==> config.mk <==
export PLATFORM = sky130hd
export DESIGN_NAME = bounded_sequence_store_core_flat
export DESIGN_NICKNAME = d
export VERILOG_FILES = /design/src/rtl/bss_pkg.sv /design/src/rtl/bss_if.sv /design/src/rtl/bounded_sequence_store_core.sv /design/src/rtl/bss_ctrl.sv /design/src/rtl/bss_dpath.sv /design/src/flat_wrapper.sv
export VERILOG_INCLUDE_DIRS = /design/src /design/src/rtl
export SDC_FILE = /design/constraint.sdc
export NUM_CORES = 1
export LEC_CHECK = 0
export ABC_AREA = 1
export BUFFER_PORTS_ARGS = -buffer_cell sky130_fd_sc_hd__buf_4
export CAP_MARGIN = 20
export CORE_ASPECT_RATIO = 2
export CORE_UTILIZATION = 40
export DETAILED_ROUTE_END_ITERATION = 7
export PLACE_DENSITY = 0.57
export SLEW_MARGIN = 10
export SYNTH_ARGS = -nofsm -noshare
export SYNTH_HDL_FRONTEND = slang
export SYNTH_HIERARCHICAL = 1
export SYNTH_SLANG_ARGS = --single-unit
==> constraint.sdc <==
create_clock -name clk -period 5.95 [get_ports clk]
set_input_delay 0.2975 -clock clk [delete_from_list [all_inputs] [get_ports clk]]
set_output_delay 0.2975 -clock clk [all_outputs]
set_load 0.005 [all_outputs]
==> src/rtl/bounded_sequence_store_core_macros.svh <==
// assertion helpers used by bss_dpath
`ifndef BOUNDED_SEQUENCE_STORE_CORE_MACROS_SVH
`define BOUNDED_SEQUENCE_STORE_CORE_MACROS_SVH

// same-cycle implication, disabled during reset
`define BSS_ASSERT_IMP(label, clk, rst, ante, cons, msg) \
  label: assert property (@(posedge clk) disable iff (rst) (ante) |-> (cons)) else $error(msg);

// next-cycle implication, disabled during reset
`define BSS_ASSERT_NXT(label, clk, rst, ante, cons, msg) \
  label: assert property (@(posedge clk) disable iff (rst) (ante) |=> (cons)) else $error(msg);

`endif

==> src/rtl/bss_pkg.sv <==
`timescale 1ns / 1ps

package bss_pkg;

  localparam int DEPTH  = 16;
  localparam int IDX_W  = $clog2(DEPTH);
  localparam int CNT_W  = $clog2(DEPTH + 1);
  localparam int DATA_W = 32;
  localparam int MODE_W = 4;
  localparam int POS_W  = 4;
  localparam int STAT_W = 2;

  localparam logic [MODE_W-1:0] MODE_INS_FRONT  = 4'd0;
  localparam logic [MODE_W-1:0] MODE_INS_BACK   = 4'd1;
  localparam logic [MODE_W-1:0] MODE_INS_SECOND = 4'd2;
  localparam logic [MODE_W-1:0] MODE_INS_NTL    = 4'd3;
  localparam logic [MODE_W-1:0] MODE_DEL_FIRST  = 4'd4;
  localparam logic [MODE_W-1:0] MODE_DEL_SECOND = 4'd5;
  localparam logic [MODE_W-1:0] MODE_DEL_LAST   = 4'd6;
  localparam logic [MODE_W-1:0] MODE_DEL_MAX    = 4'd7;
  localparam logic [MODE_W-1:0] MODE_READ       = 4'd8;

  typedef enum logic [STAT_W-1:0] {
    ST_DONE  = 2'd0,
    ST_FULL  = 2'd1,
    ST_FEW   = 2'd2,
    ST_RANGE = 2'd3
  } status_t;

  typedef enum logic [2:0] {
    OP_NONE,
    OP_INS,
    OP_DEL,
    OP_MAX,
    OP_READ
  } op_t;

  typedef enum logic [3:0] {
    S_IDLE,
    S_DECIDE,
    S_INS_MOVE,
    S_INS_DRAIN,
    S_INS_WRITE,
    S_DEL_MOVE,
    S_SCAN,
    S_SCAN_END,
    S_READ_WAIT,
    S_RESP
  } state_t;

  typedef struct packed {
    logic load_item;
    logic decide;
    logic ins_move;
    logic ins_write;
    logic del_move;
    logic scan;
    logic scan_end;
    logic read_capture;
    logic resp_load;
  } ctrl_cmd_t;

  typedef struct packed {
    op_t  op;
    logic ins_move_needed;
    logic ins_last;
    logic del_more;
    logic scan_more;
    logic out_free;
  } dp_status_t;

endpackage

==> src/rtl/bss_if.sv <==
`timescale 1ns / 1ps

interface bss_in_if;
  logic                              valid;
  logic                              ready;
  logic        [bss_pkg::MODE_W-1:0] mode;
  logic signed [bss_pkg::DATA_W-1:0] value;
  logic        [bss_pkg::POS_W-1:0]  position;

  modport source (output valid, output mode, output value, output position, input ready);
  modport sink (input valid, input mode, input value, input position, output ready);
endinterface

interface bss_out_if;
  logic                              valid;
  logic                              ready;
  logic        [bss_pkg::CNT_W-1:0]  entry_count;
  logic                              is_empty;
  logic signed [bss_pkg::DATA_W-1:0] read_value;
  logic        [bss_pkg::STAT_W-1:0] status;

  modport source (output valid, output entry_count, output is_empty, output read_value,
                  output status, input ready);
  modport sink (input valid, input entry_count, input is_empty, input read_value,
                input status, output ready);
endinterface

==> src/rtl/bounded_sequence_store_core.sv <==
`timescale 1ns / 1ps
// bounded sequence store: ordered list of up to 16 signed 32-bit entries
// req channel (valid/ready): mode, value, position; one transaction per item
// rsp channel (valid/ready): entry_count, is_empty, read_value, status
// every request yields exactly one response, in order
// one item is worked at a time; req.ready is high only while the controller idles
// a rejected request, no-op or unused mode goes straight to the response; an insert
// at the back writes at once, elsewhere it first moves the entries from the target
// index on one place back, one entry moved per cycle; a delete moves the entries
// after its target one place forward; delete largest first scans for the largest
// entry; the slowest request deletes the largest entry at the front of a full store
// a new request is taken in the cycle after the previous response is registered
// the response sits in an output register; while rsp.ready is low it holds, the
// next request is still accepted and worked, and then waits for the register to free
// reset (rst, synchronous) empties the store and drops any pending response

module bounded_sequence_store_core (
  input logic      clk,
  input logic      rst,
  bss_in_if.sink   req,
  bss_out_if.source rsp
);

  bss_pkg::ctrl_cmd_t  cmd;
  bss_pkg::dp_status_t stat;

  bss_ctrl u_ctrl (
    .clk      (clk),
    .rst      (rst),
    .in_valid (req.valid),
    .in_ready (req.ready),
    .stat     (stat),
    .cmd      (cmd)
  );

  bss_dpath u_dpath (
    .clk         (clk),
    .rst         (rst),
    .cmd         (cmd),
    .stat        (stat),
    .mode        (req.mode),
    .value       (req.value),
    .position    (req.position),
    .out_ready   (rsp.ready),
    .out_valid   (rsp.valid),
    .entry_count (rsp.entry_count),
    .is_empty    (rsp.is_empty),
    .read_value  (rsp.read_value),
    .status      (rsp.status)
  );

endmodule

==> src/rtl/bss_ctrl.sv <==
`timescale 1ns / 1ps

module bss_ctrl (
  input  logic                   clk,
  input  logic                   rst,
  input  logic                   in_valid,
  output logic                   in_ready,
  input  bss_pkg::dp_status_t    stat,
  output bss_pkg::ctrl_cmd_t     cmd
);

  bss_pkg::state_t state;
  bss_pkg::state_t state_next;

  always_ff @(posedge clk) begin
    if (rst) begin
      state <= bss_pkg::S_IDLE;
    end else begin
      state <= state_next;
    end
  end

  always_comb begin
    state_next = state;
    unique case (state)
      bss_pkg::S_IDLE: begin
        if (in_valid) state_next = bss_pkg::S_DECIDE;
      end
      bss_pkg::S_DECIDE: begin
        unique case (stat.op)
          bss_pkg::OP_INS: begin
            state_next = stat.ins_move_needed ? bss_pkg::S_INS_MOVE : bss_pkg::S_INS_WRITE;
          end
          bss_pkg::OP_DEL:  state_next = bss_pkg::S_DEL_MOVE;
          bss_pkg::OP_MAX:  state_next = bss_pkg::S_SCAN;
          bss_pkg::OP_READ: state_next = bss_pkg::S_READ_WAIT;
          default:          state_next = bss_pkg::S_RESP;
        endcase
      end
      bss_pkg::S_INS_MOVE: begin
        if (stat.ins_last) state_next = bss_pkg::S_INS_DRAIN;
      end
      bss_pkg::S_INS_DRAIN: state_next = bss_pkg::S_INS_WRITE;
      bss_pkg::S_INS_WRITE: state_next = bss_pkg::S_RESP;
      bss_pkg::S_DEL_MOVE: begin
        if (!stat.del_more) state_next = bss_pkg::S_RESP;
      end
      bss_pkg::S_SCAN: begin
        if (!stat.scan_more) state_next = bss_pkg::S_SCAN_END;
      end
      bss_pkg::S_SCAN_END:  state_next = bss_pkg::S_DEL_MOVE;
      bss_pkg::S_READ_WAIT: state_next = bss_pkg::S_RESP;
      bss_pkg::S_RESP: begin
        if (stat.out_free) state_next = bss_pkg::S_IDLE;
      end
      default: state_next = bss_pkg::S_IDLE;
    endcase
  end

  always_comb begin
    cmd      = '0;
    in_ready = 1'b0;
    unique case (state)
      bss_pkg::S_IDLE: begin
        // no transaction is taken while reset is held
        in_ready      = !rst;
        cmd.load_item = in_valid && !rst;
      end
      bss_pkg::S_DECIDE:    cmd.decide       = 1'b1;
      bss_pkg::S_INS_MOVE:  cmd.ins_move     = 1'b1;
      bss_pkg::S_INS_DRAIN: cmd              = '0;
      bss_pkg::S_INS_WRITE: cmd.ins_write    = 1'b1;
      bss_pkg::S_DEL_MOVE:  cmd.del_move     = 1'b1;
      bss_pkg::S_SCAN:      cmd.scan         = 1'b1;
      bss_pkg::S_SCAN_END:  cmd.scan_end     = 1'b1;
      bss_pkg::S_READ_WAIT: cmd.read_capture = 1'b1;
      bss_pkg::S_RESP:      cmd.resp_load    = stat.out_free;
      default:              cmd              = '0;
    endcase
  end

endmodule

==> src/rtl/bss_dpath.sv <==
`timescale 1ns / 1ps
`include "bounded_sequence_store_core_macros.svh"

module bss_dpath (
  input  logic                              clk,
  input  logic                              rst,
  input  bss_pkg::ctrl_cmd_t                cmd,
  output bss_pkg::dp_status_t               stat,
  input  logic        [bss_pkg::MODE_W-1:0] mode,
  input  logic signed [bss_pkg::DATA_W-1:0] value,
  input  logic        [bss_pkg::POS_W-1:0]  position,
  input  logic                              out_ready,
  output logic                              out_valid,
  output logic        [bss_pkg::CNT_W-1:0]  entry_count,
  output logic                              is_empty,
  output logic signed [bss_pkg::DATA_W-1:0] read_value,
  output logic        [bss_pkg::STAT_W-1:0] status
);

  localparam int CNT_W = bss_pkg::CNT_W;
  localparam int IDX_W = bss_pkg::IDX_W;

  // sequence storage, entry 0 is the front
  logic signed [bss_pkg::DATA_W-1:0] mem [bss_pkg::DEPTH];
  logic signed [bss_pkg::DATA_W-1:0] rdata;

  logic        [bss_pkg::MODE_W-1:0] mode_q;
  logic signed [bss_pkg::DATA_W-1:0] value_q;
  logic        [bss_pkg::POS_W-1:0]  pos_q;

  logic [CNT_W-1:0] count;
  logic [CNT_W-1:0] ptr;
  logic [CNT_W-1:0] tgt;
  logic [CNT_W-1:0] ptr_inc;
  logic [CNT_W-1:0] ptr_dec;
  logic [IDX_W-1:0] wdst;
  logic             wpend;

  logic signed [bss_pkg::DATA_W-1:0] best_val;
  logic        [IDX_W-1:0]           best_idx;

  bss_pkg::status_t                  status_q;
  logic signed [bss_pkg::DATA_W-1:0] rd_q;

  bss_pkg::op_t     op_c;
  bss_pkg::status_t stat_c;
  logic [CNT_W-1:0] tgt_c;
  logic [CNT_W-1:0] raddr_c;
  logic             pos_ok;

  assign ptr_inc = ptr + CNT_W'(1);
  assign ptr_dec = ptr - CNT_W'(1);
  assign pos_ok  = (32'(pos_q) < 32'(count)) && (32'(pos_q) < 32'(bss_pkg::DEPTH));

  always_comb begin
    op_c   = bss_pkg::OP_NONE;
    stat_c = bss_pkg::ST_DONE;
    tgt_c  = '0;
    unique case (mode_q) inside
      bss_pkg::MODE_INS_FRONT, bss_pkg::MODE_INS_BACK,
      bss_pkg::MODE_INS_SECOND, bss_pkg::MODE_INS_NTL: begin
        if (count >= CNT_W'(bss_pkg::DEPTH)) begin
          stat_c = bss_pkg::ST_FULL;
        end else if (count == '0 && (mode_q == bss_pkg::MODE_INS_SECOND ||
                                      mode_q == bss_pkg::MODE_INS_NTL)) begin
          stat_c = bss_pkg::ST_FEW;
        end else begin
          op_c = bss_pkg::OP_INS;
          if (mode_q == bss_pkg::MODE_INS_FRONT) begin
            tgt_c = '0;
          end else if (mode_q == bss_pkg::MODE_INS_BACK) begin
            tgt_c = count;
          end else if (mode_q == bss_pkg::MODE_INS_SECOND) begin
            tgt_c = CNT_W'(1);
          end else begin
            // single entry: new value lands at the front
            tgt_c = (count == CNT_W'(1)) ? '0 : count - CNT_W'(1);
          end
        end
      end
      bss_pkg::MODE_DEL_FIRST, bss_pkg::MODE_DEL_LAST, bss_pkg::MODE_DEL_MAX: begin
        if (count == '0) begin
          stat_c = bss_pkg::ST_FEW;
        end else if (mode_q == bss_pkg::MODE_DEL_MAX) begin
          op_c = bss_pkg::OP_MAX;
        end else begin
          op_c  = bss_pkg::OP_DEL;
          tgt_c = (mode_q == bss_pkg::MODE_DEL_FIRST) ? '0 : count - CNT_W'(1);
        end
      end
      bss_pkg::MODE_DEL_SECOND: begin
        if (count < CNT_W'(2)) begin
          stat_c = bss_pkg::ST_FEW;
        end else begin
          op_c  = bss_pkg::OP_DEL;
          tgt_c = CNT_W'(1);
        end
      end
      bss_pkg::MODE_READ: begin
        if (pos_ok) begin
          op_c  = bss_pkg::OP_READ;
          tgt_c = CNT_W'(pos_q);
        end else begin
          stat_c = bss_pkg::ST_RANGE;
        end
      end
      default: begin
        op_c = bss_pkg::OP_NONE;
      end
    endcase
  end

  always_comb begin
    stat.op              = op_c;
    stat.ins_move_needed = count > tgt_c;
    stat.ins_last        = ptr_dec == tgt;
    stat.del_more        = ptr_inc < count;
    stat.scan_more       = ptr < count;
    stat.out_free        = !out_valid || out_ready;
  end

  always_comb begin
    raddr_c = ptr;
    if (cmd.decide) begin
      raddr_c = (op_c == bss_pkg::OP_READ) ? tgt_c : '0;
    end else if (cmd.ins_move) begin
      raddr_c = ptr_dec;
    end else if (cmd.del_move) begin
      raddr_c = ptr_inc;
    end
  end

  // one move per cycle: read the source now, write it to wdst next cycle
  always_ff @(posedge clk) begin
    if (wpend) begin
      mem[wdst] <= rdata;
    end else if (cmd.ins_write) begin
      mem[tgt[IDX_W-1:0]] <= value_q;
    end
    rdata <= mem[raddr_c[IDX_W-1:0]];
  end

  always_ff @(posedge clk) begin
    if (cmd.load_item) begin
      mode_q  <= mode;
      value_q <= value;
      pos_q   <= position;
    end
  end

  always_ff @(posedge clk) begin
    if (rst) begin
      count <= '0;
      wpend <= 1'b0;
    end else begin
      wpend <= cmd.ins_move || (cmd.del_move && stat.del_more);
      if (cmd.ins_write) begin
        count <= count + CNT_W'(1);
      end else if (cmd.del_move && !stat.del_more) begin
        count <= count - CNT_W'(1);
      end
    end
  end

  always_ff @(posedge clk) begin
    if (cmd.decide) begin
      tgt      <= tgt_c;
      status_q <= stat_c;
      rd_q     <= '0;
      unique case (op_c)
        bss_pkg::OP_INS: ptr <= count;
        bss_pkg::OP_DEL: ptr <= tgt_c;
        bss_pkg::OP_MAX: ptr <= CNT_W'(1);
        default:         ptr <= ptr;
      endcase
    end else if (cmd.ins_move) begin
      ptr  <= ptr_dec;
      wdst <= ptr[IDX_W-1:0];
    end else if (cmd.del_move && stat.del_more) begin
      ptr  <= ptr_inc;
      wdst <= ptr[IDX_W-1:0];
    end else if (cmd.scan && stat.scan_more) begin
      ptr <= ptr_inc;
    end else if (cmd.scan_end) begin
      ptr <= CNT_W'(best_idx);
    end
    // rdata holds entry ptr-1 during the scan; strict compare keeps the frontmost tie
    if (cmd.scan && (ptr == CNT_W'(1) || rdata > best_val)) begin
      best_val <= rdata;
      best_idx <= ptr_dec[IDX_W-1:0];
    end
    if (cmd.read_capture) begin
      rd_q <= rdata;
    end
  end

  always_ff @(posedge clk) begin
    if (rst) begin
      out_valid <= 1'b0;
    end else if (cmd.resp_load) begin
      out_valid <= 1'b1;
    end else if (out_ready) begin
      out_valid <= 1'b0;
    end
  end

  always_ff @(posedge clk) begin
    if (cmd.resp_load) begin
      entry_count <= count;
      is_empty    <= (count == '0);
      read_value  <= rd_q;
      status      <= status_q;
    end
  end

  `BSS_ASSERT_IMP(a_no_write_clash, clk, rst, cmd.ins_write, !wpend, "insert write collides with move")
  `BSS_ASSERT_NXT(a_ins_count, clk, rst, cmd.ins_write, count == $past(count) + CNT_W'(1), "count not bumped on insert")
  `BSS_ASSERT_IMP(a_resp_slot, clk, rst, cmd.resp_load, !out_valid || out_ready, "result overwrites pending transaction")
  `BSS_ASSERT_IMP(a_max_nonempty, clk, rst, cmd.decide && op_c == bss_pkg::OP_MAX, count != '0, "largest-value delete on empty store")

endmodule
==> src/flat_wrapper.sv <==
// flat-port wrapper written by rule: the top's interface ports become plain ports
module bounded_sequence_store_core_flat 
  (clk, rst, req_valid, req_mode, req_value, req_position, req_ready, rsp_valid, rsp_entry_count, rsp_is_empty, rsp_read_value, rsp_status, rsp_ready);
  bss_in_if req_i ();
  bss_out_if rsp_i ();
  input logic clk;
  input logic rst;
  input wire logic [$bits(req_i.valid)-1:0] req_valid;
  input wire logic [$bits(req_i.mode)-1:0] req_mode;
  input wire logic [$bits(req_i.value)-1:0] req_value;
  input wire logic [$bits(req_i.position)-1:0] req_position;
  output wire logic [$bits(req_i.ready)-1:0] req_ready;
  output wire logic [$bits(rsp_i.valid)-1:0] rsp_valid;
  output wire logic [$bits(rsp_i.entry_count)-1:0] rsp_entry_count;
  output wire logic [$bits(rsp_i.is_empty)-1:0] rsp_is_empty;
  output wire logic [$bits(rsp_i.read_value)-1:0] rsp_read_value;
  output wire logic [$bits(rsp_i.status)-1:0] rsp_status;
  input wire logic [$bits(rsp_i.ready)-1:0] rsp_ready;
  assign req_i.valid = req_valid;
  assign req_i.mode = req_mode;
  assign req_i.value = req_value;
  assign req_i.position = req_position;
  assign req_ready = req_i.ready;
  assign rsp_valid = rsp_i.valid;
  assign rsp_entry_count = rsp_i.entry_count;
  assign rsp_is_empty = rsp_i.is_empty;
  assign rsp_read_value = rsp_i.read_value;
  assign rsp_status = rsp_i.status;
  assign rsp_i.ready = rsp_ready;
  bounded_sequence_store_core u_core (.clk(clk), .rst(rst), .req(req_i), .rsp(rsp_i));
endmodule
After elaboration in Yosys (flattened, before gate mapping)
Memories as Yosys holds them, arrays and structs flattened. A register that Yosys moved wholly into a read port is not among the register bits.
Index checks and enable logic that the tools add are counted.
Widths: inputs -> output; s select.
{"block": "op_classes", "n_mux": 69, "n_mul": 0, "bitwise": 1, "n_eq_ne": 30, "shifts": 0, "n_reduce_logical": 28, "magnitude_cmp": 7, "div_mod_pow": 0, "addsub": 4}
{"op": "$mux 32", "count": 3}
{"op": "$mux 5", "count": 16}
{"op": "$mux 4", "count": 13}
{"op": "$pmux 4 s9", "count": 1}
{"op": "$eq 4x3->1 const B", "count": 8}
{"op": "$gt 32x32->1", "count": 1}
{"op": "$reduce_or 32->1", "count": 1}
{"op": "$mux 1", "count": 21}
{"op": "$pmux 5 s4", "count": 1}
{"op": "$eq 4x2->1 const B", "count": 4}
{"op": "$pmux 4 s4", "count": 1}
{"op": "$pmux 5 s3", "count": 1}
{"op": "$mux 2", "count": 7}
{"op": "$eq 4x4->1 const B", "count": 3}
{"op": "$pmux 3 s4", "count": 1}
{"op": "$add 5x1->5 const B", "count": 2}
{"op": "$eq 5x1->1 const B", "count": 2}
{"op": "$lt 5x5->1", "count": 2}
{"op": "$sub 5x1->5 const B", "count": 2}
{"op": "$mux 3", "count": 3}
{"op": "$eq 4x1->1 const B", "count": 2}
{"op": "$logic_not 4->1", "count": 2}
{"op": "$ne 2x2->1 const B", "count": 4}
{"op": "$pmux 2 s4", "count": 1}
{"op": "other kinds (22)", "count": 37}
{"block": "totals", "register_bits": 175, "latchBits": 0, "out_inout_bits": 42, "input_bits": 44, "memories": 1, "rom_bits": 0, "word_cells": 158, "mem_bits_rw": 512}
{"memory": "u_core.u_dpath.mem", "words": 16, "word_bits": 32, "rd": 1, "rd_ports_with_merged_regs": 1, "write_ports": 1, "line_no": "bss_dpath.sv:24", "source": "logic signed [bss_pkg::DATA_W-1:0] mem [bss_pkg::DEPTH];"}

Logic depth before layout (Yosys ltp)
Gate-level depths: netlist of the first run.
{"block": "logic_depth", "ltp_word": 12, "depth_mapped": 21, "depth_no_buf": 20}

Modules after synthesis
The synthesis of the first run kept the hierarchy.
{"module": "bss_dpath", "area_each_um2": 30868.4, "seq_area_each_um2": 21080.2, "cells_each": 2788, "n_inst": 1}
{"module": "bss_ctrl", "area_each_um2": 414.1, "seq_area_each_um2": 80.1, "cells_each": 76, "n_inst": 1}

Least setup slack after synthesis of the first run
Ideal clock, no wire load.
{"block": "synth_path", "path_type": "register to register", "startpoint": "reg u_core.u_ctrl.state[0]", "endpoint": "reg u_core/u_dpath/entry_count[0] (netlist bit) (enable)", "slack_ps": 989, "t_required_ps": 5410, "path_stages_with_launch": 4, "period_less_slack_ps": 4961, "arrival_time_ps": 4421, "n_path_buf": 1, "setup_time_ps": 540, "cell_sequence": "dfxtp_1 -> buf_4 -> nand2_2 -> nor4_1"}
{"item": "from (decl)", "line_no": "bss_ctrl.sv:12", "source": "bss_pkg::state_t state;"}
{"item": "from (signal assigned)", "line_no": "bss_ctrl.sv:17", "source": "state <= bss_pkg::S_IDLE;"}
{"item": "from (signal assigned)", "line_no": "bss_ctrl.sv:19", "source": "state <= state_next;"}
{"item": "to (signal assigned)", "line_no": "bss_dpath.sv:209", "source": "entry_count <= count;"}
{"item": "to (decl)", "line_no": "bss_dpath.sv:14", "source": "output logic [bss_pkg::CNT_W-1:0] entry_count,"}

==> flow_summary.yaml, run 1 <==
outcome:
  outcome: "finished clean"
logic_synthesis:
  postSynthAreaPerCell_sq_um: 10.9
  synth_warnings: 6
  synth_top_cells_by_area: "edfxtp_1 (65%), nand3_1 (9.6%), nand2_1 (8.3%)"
  synthFlopType: "edfxtp_1"
  netlist_area_sq_um: 31300
  synth_cell_types: 44
  synth_top_area_share_pct: 64.9
  syn-num-nets: 2963
  post-synth-top-count-cell: "nand2_1"
  seq_area_frac_synth_pct: 67.6
  syn_inst: 2864
  synth_largest_area_cell: "edfxtp_1"
  async_flop_share_pct: 0
  ys_seq_elements: 719
  synth_edf_count: 676
  ys_top_cells_by_count: "nand2_1 (690), edfxtp_1 (676), nand3_1 (602)"
critical_path:
  crit_path_max_incr_delay_ns: 0.77
  critPathSlowestCell: "nor3_1"
  crit_chain: "nand2_2 -> nor3_1 -> nand2_2 -> buf_4 -> nand2_1 -> o21ai_0 -> inv_1 -> nand2_1 -> nor2_4 -> buf_4"
  worstSetupEndpointType: "flop"
  worst-setup-path-type: "flop to flop"
  cp.required_ns: 6.28
  crit_fanout: 29
  cp.arrival_ns: 4.53
  startpoint_type: "flop"
route:
  wl_met3_um: 3780
  drt-total-wl_um: 82800
  first_iter_violations: 1403
  drc: 0
  via_per_inst: 5.18
  wl_met2_um: 44100
  dr.pass1.iters: 6
  vias: 20853
  routedWlPerCell_um: 20.6
  routedLengthMet1_um: 29900
  ant_nets: 0
  highest_layer: "met4"
clock_network:
  clock_latency_ns: 0.64
  clockBufferDepth: 3
  cts_tree: "yes"
  post-cts-setup-buffers: 0
  cts_made_buffers: 60
  root_buffer: "clkbuf_16"
  path_clk_slew_ns: 0.06
  h-tree-depth: 2
  clock_sinks: 719
layout:
  nets: 3049
  n_fill_cell: 7037
  antenna_cells: 0
  postLayoutCellArea_sq_um: 35600
  fin_util_pct: 46.0
  drive_above_1_share_pct: 10.2
  syn2layout_area_growth_pct: 13.6
sta:
  holdWs_ns: 0.0277
  drv_slew: 0
  slew_headroom_pct: 28.8
  clock.fmax_mhz: 238
  setup_violations: 0
  tns_ns: 0
  rsz0062_at_grt: "no"
  fin_skew_ns: 0.0219
  tightest_slew_ns: 1.06
  hold_viol_final: 0
  period_minus_slack_ns: 4.20
  min_period_over_period_pct: 70.6
floorplanning:
  rows: 144
  core_area_sq_um: 77300
  die_w_um: 200
  pin_count: 86
  initial_core_util_pct: 40.5
  dieArea_sq_um: 79400
  fp.dieH_um: 397
global_routing:
  grtUsageTotal_pct: 21.2
  grt_first_pass_wirelength_um: 125000
  grt_pass1_vias: 20904
  antenna_found_initial: 0
  grt_start_max_net_pins: 185
  grt-ovfl-total: 0
place:
  placed_area_sq_um: 33000
  hpwl_um: 52600
  io_buffers: 85
  place.gp.congestion: 0.935
worst_hold_path:
  hold_class: "primary input to flop"
power:
  p_leak_nw: 14.5
  power_density_nw_per_um2: 594
  vdd_drop_max_v: 0.000566
job:
  drv_cap: 0
report_power, final:
| group | switching (mW) | total [mW] | internal, mW |
|---|---|---|---|
| combinational | 7.00 | 9.55 | 2.55 |
| sequential | 0.488 | 7.47 | 6.98 |
| clock | 1.81 | 4.08 | 2.27 |
| total | 9.30 | 21.1 | 11.8 |
registers in the layout, indices dropped and copies added, names as in the netlist, 5 cells and up:
name and count:
u_core/u_dpath/value_q 32, u_core/u_dpath/tgt 5, u_core/u_dpath/entry_count 5, u_core/u_dpath/rdata 32, u_core/u_dpath/ptr 5, u_core/u_dpath/count 5, u_core/u_dpath/rd_q 32, u_core/u_dpath/mem 512
u_core/u_dpath/read_value 32, u_core/u_dpath/best_val 32
worst max-delay path: cells and delay by family, from the launching register on:
kind	cells	cell delay (ns)
DFF	1	0.48
and+or+nand+nor	6	2.38
AOI/OAI and AO/OA	1	0.15
buffers and inverters	3	0.86
per-stage QoR:
stage               cells  power [mW]  setup WS, ns
global route         4023        22.4          1.39
finish               4023        21.1          1.75
detailed placement   3865        17.1          1.70
floorplan            2864        13.8         0.989
CTS                  4019        21.2          1.69
global placement     3862        16.9          1.74
cell usage in the layout, fill, tap and decap left out, types with 2 or more instances in the layout:
cell           count
nor2_4            19
inv_6              2
xnor2_1            8
bufinv_16          6
edfxtp_1         676
dfxtp_1           43
a21oi_2            2
nand2_8            2
a211oi_1           5
a21oi_1           33
o21ai_4            2
inv_1            388
nand3_1          602
ha_1              55
nand2_1          687
o21a_1             3
inv_2              9
or2_2              4
buf_12             9
dlygate4sd3_1     41
clkbuf_16         62
xor2_1             5
clkinv_1           8
buf_4            117
nor3_1             8
o21bai_1           2
o21ai_0           32
nor4_1             2
mux2_2            31
clkinv_2          14
o211ai_1           8
clkbuf_1          13
a21oi_4            2
nor2_1            57
nand2_2            5
nand3b_1           3
nand4_1            8
nor2_2             3
clkbuf_8           8
repair_timing:
| item | 4_1_cts | 5_1_grt |
|---|---|---|
| hold endpoints to repair | 47 | 0 |
| hold buffers | 41 | 0 |
| gates resized for setup | 0 | 0 |
cell type report:
type | count | area, sq um | area share, %
Clock buffer | 83 | 1710 | 4.81
Clock inverter | 30 | 309 | 0.869
Inverter | 399 | 1500 | 4.23
Multi-Input combinational cell | 1602 | 8090 | 22.8
Sequential cell | 719 | 21200 | 59.5
Tap cell | 1022 | 1280 | 3.60
Timing Repair Buffer | 168 | 1500 | 4.21
kinds of logic after synthesis:
group | after synthesis | share of synthesized area [%]
XOR/XNOR | 14 | 0.416
AND/OR/NAND/NOR | 1406 | 19.7
flip-flops | 719 | 67.6
multiplexers | 32 | 1.15
adder cells (fa/ha/maj) | 55 | 2.20
buffers and inverters | 543 | 7.14
AO/OA/AOI/OAI | 95 | 1.79
routing by layer:
layer | global-route usage [%] | vias to the layer above
li1 | - | 9830
met1 | 23.5 | 10142
met2 | 38.9 | 669
met3 | 2.24 | 212
met4 | 12.0 | 0
met5 | 0 | -
path summary, 6_finish.rpt:
kind	startpoint	end	slack (ns)	cells past startpoint
worst min-delay path	rsp_ready	u_core/u_dpath/out_valid	0.03	4
worst max-delay path	u_core/u_ctrl/state[2]	u_core/u_dpath/mem[10][11]	1.75	10
worst max register to register	u_core/u_ctrl/state[2]	u_core/u_dpath/mem[10][11]	1.75	10
worst min register to register	u_core/u_dpath/rd_q[0]	u_core/u_dpath/read_value[0]	0.42	0
Power figures use the tool's default switching activity.
==> run 2, diff against run 1 <==
Settings changed: ABC_AREA 1 to 0, PLACE_DENSITY 0.57 to 0.59.
Clock period 5.95 ns to 3.7 ns, I/O delays scaled along.
==> run 2 against run 1 <==
  * The run now ends with design-rule violations left
  * Highest routed layer unchanged
  * Sequential cell count is the same
  * Register-to-register slack lost 1.6 ns
  * Synthesized cell count shrank 21%
  * Clock-buffer cell count grew 6
==> flow_summary.yaml, run 2 <==
outcome:
  outcome: "finished, violations left"
  violations: "design-rule violations"
place:
  hpwl_um: 48200
  place.gp.congestion: 0.947
  io_buffers: 85
  dp_slack_ns: 0.0334
  placedCellCount: 3286
sta:
  fin_skew_ns: 0.0243
  clock.fmax_mhz: 281
  drv_slew: 0
  fin_ws_ns: 0.144
  tightest_slew_ns: 1.15
  tns_ns: 0
  min_period_over_period_pct: 96.1
  setup_violations: 0
  hold_viol_final: 0
  period_minus_slack_ns: 3.56
  slew_headroom_pct: 22.7
floorplanning:
  initial_core_util_pct: 40.3
  dieArea_sq_um: 74400
  rows: 140
  die_w_um: 193
  pin_count: 86
  fp.dieH_um: 385
  core_area_sq_um: 72700
global_routing:
  antenna_found_initial: 0
  grt_use_met3_pct: 1.85
  grt_first_pass_wirelength_um: 117000
  grt_start_max_net_pins: 55
  globalRouteMet2Util_pct: 39.5
  grt.busiest_layer: "met2"
  use_met1_pct: 23.9
  grtUsageTotal_pct: 21.0
  grt-ovfl-total: 0
  grt_pass1_vias: 18913
logic_synthesis:
  syn_inst: 2273
  synth_largest_area_cell: "edfxtp_1"
  post-synth-top-count-cell: "edfxtp_1"
  synth_edf_count: 676
  synth_warnings: 6
  syn-num-nets: 2372
  synth_top_cells_by_area: "edfxtp_1 (69%), nand2_1 (6.9%), nand3_1 (5.5%)"
  synth_cell_types: 70
  async_flop_share_pct: 0
  seq_area_frac_synth_pct: 72.2
  ys_seq_elements: 719
  ys_top_cells_by_count: "edfxtp_1 (676), nand2_1 (541), nand3_1 (325)"
  synth_top_area_share_pct: 69.2
  synthFlopType: "edfxtp_1"
  postSynthAreaPerCell_sq_um: 12.9
  netlist_area_sq_um: 29300
clock_network:
  clockBufferDepth: 3
  path_clk_slew_ns: 0.07
  cts_tree: "yes"
  root_buffer: "clkbuf_16"
  clock_sinks: 719
  cts_made_buffers: 59
  clock_latency_ns: 0.64
  post-cts-setup-buffers: 0
  h-tree-depth: 2
layout:
  seqCellArea_sq_um: 21200
  final_cell_mix: "edfxtp_1 (676), nand2_1 (540), nand3_1 (325)"
  syn2layout_area_growth_pct: 17.8
  nets: 2566
  fin_util_pct: 47.5
  largest_reg_flops: 512
  final_common_cell: "edfxtp_1"
  regMostFlops: "u_core/u_dpath/mem"
  antenna_cells: 0
  drive_above_1_share_pct: 15.0
  stdcell_count: 3438
  n_fill_cell: 6352
  multi_input_area_sq_um: 7620
job:
  drv_cap: 0
critical_path:
  worst-setup-path-type: "flop to flop"
  crit_family: "compound AO/OA/AOI/OAI gates"
  crit_chain: "inv_1 -> ha_2 -> or4b_4 -> and2_4 -> a221o_1 -> a221o_1 -> a21o_1 -> ha_1 -> nor2b_1 -> o21a_1 -> o21ai_0 -> nand2b_1 -> a21oi_2 -> a31oi_2 -> nor2b_1 -> o21a_1 -> o21ai_2 -> a311oi_2"
  cp.arrival_ns: 4.06
  r2r_slack_ns: 0.14
  regToRegStartpoint: "u_core/u_dpath/count[1]"
  crit_path_max_incr_delay_ns: 0.46
  path_buf_inv: 1
  cp.required_ns: 4.21
  ff2ff_path_depth: 18
  startpoint_type: "flop"
  critPathSlowestCell: "or4b_4"
  worstReg2RegEnd: "u_core/u_ctrl/state[2]"
  crit_fanout: 2
  worstSetupEndpointType: "flop"
power:
  total_power_mw: 22.6
  p_leak_nw: 12.3
  vdd_drop_max_v: 0.000391
  power_density_nw_per_um2: 654
route:
  vias: 18842
  first_iter_violations: 1591
  drc: 12
  drt-total-wl_um: 78300
  via_per_inst: 5.48
  ant_nets: 0
  dr.pass1.iters: 8
  routedWlPerCell_um: 22.8
worst_hold_path:
  hold_class: "primary input to flop"
  hold-path-endpoint: "u_core/u_dpath/value_q[2]"
  min_from: "req_value[2]"
  min_path_cells: 2
==> run 2: cell count changes after synthesis, moves of 15 or more <==
cell and change:
buf_2 -55, nand2_1 -149, buf_4 -15, a21oi_1 +51, a311oi_1 +32, inv_1 -327
clkbuf_1 +36, nor2b_1 +15, nand3_1 -277, and2_1 +37, nor2_1 -27
==> run 2: where the power goes <==
group | internal (mW) | leakage, nW | total, mW | switching (mW)
clock network | 3.49 | 0.940 | 6.37 | 2.88
registers | 10.3 | 6.46 | 10.8 | 0.439
logic | 1.83 | 4.89 | 5.43 | 3.61
total | 15.7 | 12.3 | 22.6 | 6.93
==> run 2: cell type report <==
| class | instances | share of cell area (%) |
|---|---|---|
| inverter | 62 | 0.674 |
| multi-input combinational | 1368 | 22.1 |
| sequential | 719 | 61.3 |
| tap | 923 | 3.34 |
| timing repair buffer | 257 | 6.98 |
| clock inverter | 20 | 0.768 |
| clock buffer | 89 | 4.86 |
==> run 2: metal layers <==
layer / vias up / routed length [um] / share of wire [%]
li1: 8634 / - / -
met1: 9446 / 29300 / 37
met2: 589 / 41700 / 53
met3: 173 / 3610 / 4.6
met4: 0 / 3580 / 4.6
met5: - / 0 / 0
==> run 2: worst max path at each step <==
stage               slack (ns)                      to                    start  cells after the start
floorplan                 0.14  u_core/u_ctrl/state[2]  u_core/u_dpath/count[1]                     18
global placement         -0.05  u_core/u_ctrl/state[2]  u_core/u_dpath/count[1]                     18
detailed placement        0.03  u_core/u_ctrl/state[2]  u_core/u_dpath/count[1]                     18
CTS                     0.0007  u_core/u_ctrl/state[2]  u_core/u_dpath/count[1]                     18
global route             -0.02  u_core/u_ctrl/state[2]  u_core/u_dpath/count[1]                     18
finish                    0.14  u_core/u_ctrl/state[2]  u_core/u_dpath/count[1]                     18
==> run 2: kinds of logic (layout without fill, tap and decap cells) <==
| family | count (synthesis) | after routing | synth area share (%) |
|---|---|---|---|
| adders and majority gates | 55 | 55 | 2.35 |
| muxes | 38 | 38 | 1.44 |
| xor gates and xnor gates | 19 | 19 | 0.568 |
| and+or+nand+nor | 1031 | 1031 | 15.7 |
| AOI/OAI and AO/OA | 225 | 225 | 5.06 |
| buffers and inverters | 186 | 428 | 2.70 |
| DFF | 719 | 719 | 72.2 |
==> run 2: timing repair <==
action	in CTS	in global routing
resized for setup	0	12
setup endpoints to repair	0	10
endpoints found under the hold margin	51	0
hold buffers	43	0
==> run 2: through the flow <==
step	hold WS, ns	instance area [sq um]
CTS	0.228	34500
detailed placement	0.365	32100
floorplan	0.253	29300
global route	0.252	34500
finish	0.253	34500
global placement	0.363	32100
